<file path="src/bpam_pkg.sv">
// Shared types, constants and codes of the bitmap page allocator and mapper.
`timescale 1ns / 1ps

package bpam_pkg;

    localparam int DEF_POOL_PAGES  = 16384;
    localparam int DEF_MAX_RUN     = 64;
    localparam int DEF_DIR_ENTRIES = 1024;

    localparam int WORD_BITS   = 8;
    localparam int WORD_SHIFT  = 3;
    localparam int PAGE_SHIFT  = 12;
    localparam int COUNT_LIMIT = 3840;
    localparam int KP_W        = 15;
    localparam int DIR_W       = 10;
    localparam int CFG_IDX_W   = 3;

    localparam logic [31:0]     RST_VIRT_BASE  = 32'hC010_0000;
    localparam logic [31:0]     RST_PHYS_START = 32'h0020_0000;
    localparam logic [KP_W-1:0] RST_KPAGES     = 15'd3840;
    localparam logic [DIR_W-1:0] RST_DIR_FIRST = 10'd768;
    localparam logic [DIR_W-1:0] RST_DIR_LAST  = 10'd1022;

    localparam logic [CFG_IDX_W-1:0] CFG_VIRT_BASE  = 3'd0;
    localparam logic [CFG_IDX_W-1:0] CFG_PHYS_START = 3'd1;
    localparam logic [CFG_IDX_W-1:0] CFG_KPAGES     = 3'd2;
    localparam logic [CFG_IDX_W-1:0] CFG_DIR_FIRST  = 3'd3;
    localparam logic [CFG_IDX_W-1:0] CFG_DIR_LAST   = 3'd4;

    typedef enum logic [2:0] {
        ST_OK        = 3'd0,
        ST_BAD_COUNT = 3'd1,
        ST_USER_POOL = 3'd2,
        ST_NO_RUN    = 3'd3,
        ST_NO_FRAME  = 3'd4,
        ST_NO_TABLE  = 3'd5
    } status_t;

    typedef struct packed {
        logic        pool_select;
        logic [11:0] page_count;
    } in_t;

    typedef struct packed {
        logic [31:0] virt_addr;
        logic [31:0] frame_addr;
        logic        new_table;
        logic [31:0] table_addr;
        status_t     status;
        logic        last;
    } out_t;

    typedef struct packed {
        logic       found;
        logic [2:0] pos;
        logic       free_found;
        logic [2:0] free_pos;
    } scan_t;

endpackage

</file>
<file path="src/bpam_word_scan.sv">
// Scans one bitmap word: extends a free run and finds the lowest free bit.
`timescale 1ns / 1ps

module bpam_word_scan #(
    parameter int RW = 7
) (
    input  logic [bpam_pkg::WORD_BITS-1:0] word,
    input  logic [RW-1:0]                  run_in,
    input  logic [RW-1:0]                  cnt,
    output bpam_pkg::scan_t                res,
    output logic [RW-1:0]                  run_out
);
    import bpam_pkg::*;

    always_comb
    begin
        logic [RW-1:0] run;
        run = run_in;
        res = '0;
        for (int j = 0; j < WORD_BITS; j++)
        begin
            if (word[j])
            begin
                run = '0;
            end
            else
            begin
                run = run + 1'b1;
                if (!res.found && run == cnt)
                begin
                    res.found = 1'b1;
                    res.pos   = 3'(j);
                end
            end
        end
        for (int j = WORD_BITS - 1; j >= 0; j--)
        begin
            if (!word[j])
            begin
                res.free_found = 1'b1;
                res.free_pos   = 3'(j);
            end
        end
        run_out = run;
    end

endmodule

</file>
<file path="config.mk">
export PLATFORM = sky130hd
export DESIGN_NAME = bpam_word_scan
export DESIGN_NICKNAME = d
export VERILOG_FILES = /design/src/bpam_pkg.sv /design/src/bpam_word_scan.sv
export SDC_FILE = /design/constraint.sdc
export NUM_CORES = 1
export LEC_CHECK = 0
export CAP_MARGIN = 20
export CORE_MARGIN = 2
export CORE_UTILIZATION = 30
export DETAILED_ROUTE_END_ITERATION = 6
export DONT_BUFFER_PORTS = 1
export SLEW_MARGIN = 20
export SYNTH_ARGS = -nofsm -noshare
export SYNTH_HDL_FRONTEND = slang
export SYNTH_SLANG_ARGS = --single-unit
</file>
<file path="constraint.sdc">
create_clock -name vclk -period 10.1
set_clock_uncertainty 0.2 [all_clocks]
set_input_delay 2.02 -clock vclk [all_inputs]
set_output_delay 2.02 -clock vclk [all_outputs]
set_load 0.1 [all_outputs]
</file>
==> results of run 1 <==
[what timing repair did]
action | in CTS | in global routing
setup buffers | 0 | 1
setup endpoints to repair | 0 | 4
gates resized for setup | 0 | 5
[layout make-up]
class / instances / area [um^2]
Inverter: 11 / 41.3
Multi-Input combinational cell: 379 / 2900
Tap cell: 133 / 166
Timing Repair Buffer: 16 / 158
Fill cell: 1020 / 6420
[Yosys cell counts, drive strengths merged, types with 5 or more instances]
cell / number / area share (%)
nor3b: 5 / 1.4
buf: 13 / 2.9
or2: 6 / 1.3
or3: 6 / 1.4
nor2b: 18 / 3.8
nor2: 33 / 4.2
xor2: 28 / 9.1
nand2: 25 / 3.2
nor4: 17 / 3.6
and2: 6 / 1.4
nand3: 18 / 3.0
nand4: 12 / 2.7
o21ai: 13 / 2.3
ha: 8 / 3.4
or4: 9 / 2.9
clkbuf: 15 / 1.9
and3: 10 / 2.4
a21oi: 16 / 2.8
nor3: 16 / 2.9
mux2i: 16 / 6.3
o211ai: 7 / 1.8
inv: 11 / 1.4
xnor2: 46 / 15
a31oi: 6 / 1.3
[how the worst max path moves through the flow]
stage                   start          to  slack (ns)  depth (start not counted)
global route        run_in[0]      res[5]        0.04                         24
floorplan             word[0]  run_out[5]       -0.01                         20
finish              run_in[0]      res[5]        0.39                         21
detailed placement  run_in[0]      res[5]        0.36                         21
CTS                 run_in[0]      res[5]        0.34                         21
global placement    run_in[0]      res[5]        0.40                         21
[metal layers]
layer	share of wire, %	wire, um	track usage [%]
met3	3.7	303	1.38
met5	0	0	0
met1	47	3830	19.9
met4	1.1	90	2.12
met2	48	3930	26.3
[cells by family after synthesis]
| group | after synthesis | share of synthesized area, % |
|---|---|---|
| AOI/OAI and AO/OA | 78 | 19.1 |
| xor gates and xnor gates | 74 | 23.8 |
| adders and majority gates | 8 | 3.36 |
| buffers and inverters | 39 | 6.18 |
| muxes | 19 | 7.73 |
| and+or+nand+nor | 200 | 39.9 |
[power by group through the flow]
stage / registers (W) / logic, W / clock network [W]
after floorplan: 0 / 0.000115 / 0
after global placement: 0 / 0.000121 / 0
after detailed placement: 0 / 0.000123 / 0
after CTS: 0 / 0.000124 / 0
after global routing: 0 / 0.000138 / 0
final: 0 / 0.000126 / 0
[per-stage QoR]
step	worst slack, ns	power [W]	hold WS, ns	instance area [um^2]	setup TNS, ns
after global placement	0.399	0.000121	4.02	3220	0
final	0.385	0.000126	4.02	3260	0
after floorplan	-0.0132	0.000115	4.36	3000	-0.0150
after global routing	0.0353	0.000138	4.02	3260	0
after detailed placement	0.360	0.000123	4.02	3220	0
after CTS	0.339	0.000124	4.02	3220	0
==> run metrics, run 1 <==
status=complete, no violations; non-filler cells, final=539; Final Max Tran Viols=0; Core Region=9680 um^2; Bufs and invs on worst path=2; Power Dens Cells=roughly 39 nW/um^2; synth warn=0; Switching Share=59.1%; HPWL after DPL=6.46 mm; diode count=0; Routed Antenna Nets=0; FFs & Latches=0; FP Rows=36; die width=104 um; Port Buffers=0; CTS Hold Bufs=0; slowest CP cell=or4_1; initial antenna violation count=0; placed cell count=around 540; Worst setup SP type=input port; drt total wl=8.15 mm; Initial Util=30.7%; Worst Hold End=run_out[0]; Worst Hold Launch=word[7]; Worst path max stage delay=between 0.5 and 0.6 ns; max-cap check violation count=0; max_slew headroom=29.8%; Net Count, Synth=around 450; Worst Hold Path Cells=1; required time worst endpoint=between 7 and 8 ns; Avg Cell Area, Syn=slightly above 7 um^2; critical path class=input port to primary output; final core occ=33.7%; pin count of the biggest net entering global routing=29; post-DR vias/cell=5.54; number of setup violations in the final report=0; minimum clock period=9.71 ns; Area growth, synth to finish=9.54%; CP dominant cell by count=ha_1; vias in the first global route=2796; WP data arrival=7.49 ns; Comb pwr share=100.0%; Reg power frac=0%; Placer Congestion=0.810; Distinct cells, synth=81; internal power=0.0000514 W; Final Hold Vio Count=0; Seq/Total Area, Yosys=0%; Synth Cell Area=~3000 um^2; Reg area=0 um^2; clock network fraction of design power=0%; DR WL/cell=15.1 um; Slew @ Worst Pin=1.05 ns; worst-path cell chain=ha_1 > nor2b_1 > ha_1 > nor2b_1 > ha_1 > inv_1 > or4_1 > a211o_1 > and4_4 > or4_4 > xnor2_2 > or3_1 > and2_4 > xor2_1 > or3_4 > a21oi_2 > mux2i_1 > xnor2_1 > nand3_1 > o31ai_4 > buf_12; die height=approximately 100 um; Max Fclk=slightly above 100 MHz; final net count=approximately 440; first-pass GRT wire length=around 14 mm; VDD IR max=12.4 uV; gr usage total=14.8%; layout cells sized above 1=approximately 18%; drt pass-1 iters=4; drt drc=0; drt first-iter violations=158; Tcrit/Tclk final=96.2%; boundary pin count=37; die area=between 10000 and 15000 um^2; vias after detailed routing=2988; HP Class=input port to primary output; switching power=between 0.00007 and 0.00008 W; post-synthesis cell count=418; Max FO, Critical Path=9; most frequent cells in the layout=43 x xnor2_1, 29 x nor2_1, 25 x nand2_1, 25 x xor2_1, 18 x nand3_1; Leakage=1.03 nW; RSZ-0062 raised after global routing=no; family with the most delay on the worst path=simple AND/OR/NAND/NOR gates; commonest non-fill, non-tap cell in the layout=xnor2_1; CP endpoint kind=primary output; GRT Residual Overflow=0; clk_buf instances=0
(Power assumes the default switching activity.)
==> inputs of run 2 (changes only) <==
--- a/config.mk
+++ b/config.mk
@@ -6,7 +6,6 @@
 export NUM_CORES = 1
 export LEC_CHECK = 0
 export CAP_MARGIN = 20
-export CORE_MARGIN = 2
 export CORE_UTILIZATION = 30
 export DETAILED_ROUTE_END_ITERATION = 6
 export DONT_BUFFER_PORTS = 1
==> run 2 against run 1 <==
  * First-iteration DRC count fell by 20%
  * Global-route usage rose by 1.1 points
  * Count of clock-buffer cells in the layout did not move
  * Wire length fell by 0.81%
  * Cell count fell by 0.74%
  * Flip-flop and latch count did not move
==> run metrics, run 2 (synthesized netlist as in run 1, its figures left out) <==
status=complete, no violations (unchanged); first-pass GRT wire length=13.6 mm (was 13.8 mm); drt pass-1 iters=4 (unchanged); drt total wl=8.09 mm (was 8.15 mm); Worst Hold Path Cells=1 (unchanged); drt drc=0 (unchanged); layout cells sized above 1=17.0% (was 17.7%); vias after detailed routing=3028 (was 2988); commonest non-fill, non-tap cell in the layout=xnor2_1 (unchanged); dpl cell area=3220 um^2 (about the same); final net count=438 (unchanged); max_slew headroom=21.8% (was 29.8%); DR WL/cell=15.1 um (about the same); minimum clock period=9.73 ns (was 9.71 ns); die area=10300 um^2 (was 10700 um^2); final core occ=34.4% (was 33.7%); Area growth, synth to finish=8.70% (was 9.54%); die width=102 um (was 104 um); pin count of the biggest net entering global routing=29 (unchanged); gr usage total=15.9% (was 14.8%); HPWL after DPL=6.43 mm (was 6.46 mm); Reg area=0 um^2 (unchanged); critical path class=input port to primary output (unchanged); VDD IR max=13.2 uV (was 12.4 uV); CP endpoint kind=primary output (unchanged); Worst Hold End=run_out[0] (unchanged); initial antenna violation count=0 (unchanged); GRT Residual Overflow=0 (unchanged); Final Cell Area=3240 um^2 (was 3260 um^2); Initial Util=31.6% (was 30.7%); most frequent cells in the layout=43 x xnor2_1, 29 x nor2_1, 25 x nand2_1, 25 x xor2_1, 18 x nand3_1 (unchanged); Placer Congestion=0.793 (was 0.810); clk_buf instances=0 (unchanged); Tcrit/Tclk final=96.3% (was 96.2%); Hold WS=4.02 ns (about the same); Worst setup SP type=input port (unchanged); Routed Antenna Nets=0 (unchanged); WP data arrival=7.51 ns (was 7.49 ns); boundary pin count=37 (unchanged); CTS Hold Bufs=0 (unchanged); Final Max Tran Viols=0 (unchanged); Final Hold Vio Count=0 (unchanged); fillcell total=997 (was 1020); HP Class=input port to primary output (unchanged); max-cap check violation count=0 (unchanged); die height=102 um (was 104 um); Power Dens Cells=38.5 nW/um^2 (about the same); FP Rows=35 (was 36); Core Region=9420 um^2 (was 9680 um^2); Slew @ Worst Pin=1.17 ns (was 1.05 ns); Max FO, Critical Path=9 (unchanged); Leakage=1.03 nW (about the same); drt first-iter violations=126 (was 158); post-DR vias/cell=5.66 (was 5.54); number of setup violations in the final report=0 (unchanged); Port Buffers=0 (unchanged); Worst Hold Launch=word[7] (unchanged); diode count=0 (unchanged); required time worst endpoint=7.88 ns (about the same); FFs & Latches=0 (unchanged); Max Fclk=103 MHz (about the same); vias in the first global route=2833 (was 2796)
[run 2: cell count changes in the layout (fill, tap and decap cells not counted)]
cell,before,now
nor4_1,15,16
a21boi_4,1,0
ha_1,7,8
mux2i_1,11,12
mux2i_2,3,2
ha_2,1,0
nor4_2,1,0
a21boi_2,0,1
[run 2: per-stage QoR]
| stage | cells | TNS (ns) | setup WS (ns) | power (W) |
|---|---|---|---|---|
| global placement | 534 | 0 | 0.396 | 0.000121 |
| CTS | 534 | 0 | 0.334 | 0.000124 |
| global route | 535 | -0.00919 | -0.00919 | 0.000136 |
| floorplan | 418 | -0.0150 | -0.0132 | 0.000115 |
| finish | 535 | 0 | 0.370 | 0.000125 |
| detailed placement | 534 | 0 | 0.358 | 0.000123 |
[run 2: critical path, stage by stage]
cell and delay, ns:
ha_1 0.32, nor2b_1 0.15, ha_1 0.35, nor2b_1 0.17, ha_1 0.18, inv_1 0.06, or4_1 0.55, a211o_1 0.31
and4_4 0.21, or4_4 0.54, xnor2_2 0.17, or3_1 0.40, and2_4 0.17, xor2_1 0.19, or3_4 0.42, a21oi_2 0.14
mux2i_1 0.29, xnor2_1 0.17, nand3_1 0.20, o31ai_4 0.31, buf_12 0.21
[run 2: layout make-up]
class / count / area, um^2 / share of cell area (%)
multi-input cells: 379 / 2880 / 88.9
repair buffers: 16 / 158 / 4.87
inverters: 11 / 41.3 / 1.28
well taps: 129 / 161 / 4.99
[run 2: per-layer routing]
| layer | part of all wire [%] | GRT usage, % | up-vias |
|---|---|---|---|
| met2 | 47 | 27.6 | 66 |
| met1 | 48 | 21.6 | 1432 |
| li1 | - | - | 1518 |
| met4 | 1.5 | 2.68 | 0 |
| met3 | 3.3 | 1.38 | 12 |
| met5 | 0 | 0 | - |
[run 2: where the power goes]
part / leakage, nW / internal (W) / switching [W] / total [W]
clock network: 0 / 0 / 0 / 0
logic: 1.03 / 0.0000508 / 0.0000738 / 0.000125
registers: 0 / 0 / 0 / 0
[run 2: worst max-delay path by stage]
stage	startpoint	end	slack (ns)
CTS	run_in[0]	res[5]	0.33
detailed placement	run_in[0]	res[5]	0.36
floorplan	word[0]	run_out[5]	-0.01
global placement	run_in[0]	res[5]	0.40
global route	run_in[0]	res[5]	-0.009
finish	run_in[0]	res[5]	0.37
[run 2: what timing repair did]
| action | 4_1_cts | 5_1_grt |
|---|---|---|
| setup buffers | 0 | 1 |
| endpoints found under the setup margin | 0 | 2 |
| gates resized for setup | 0 | 2 |
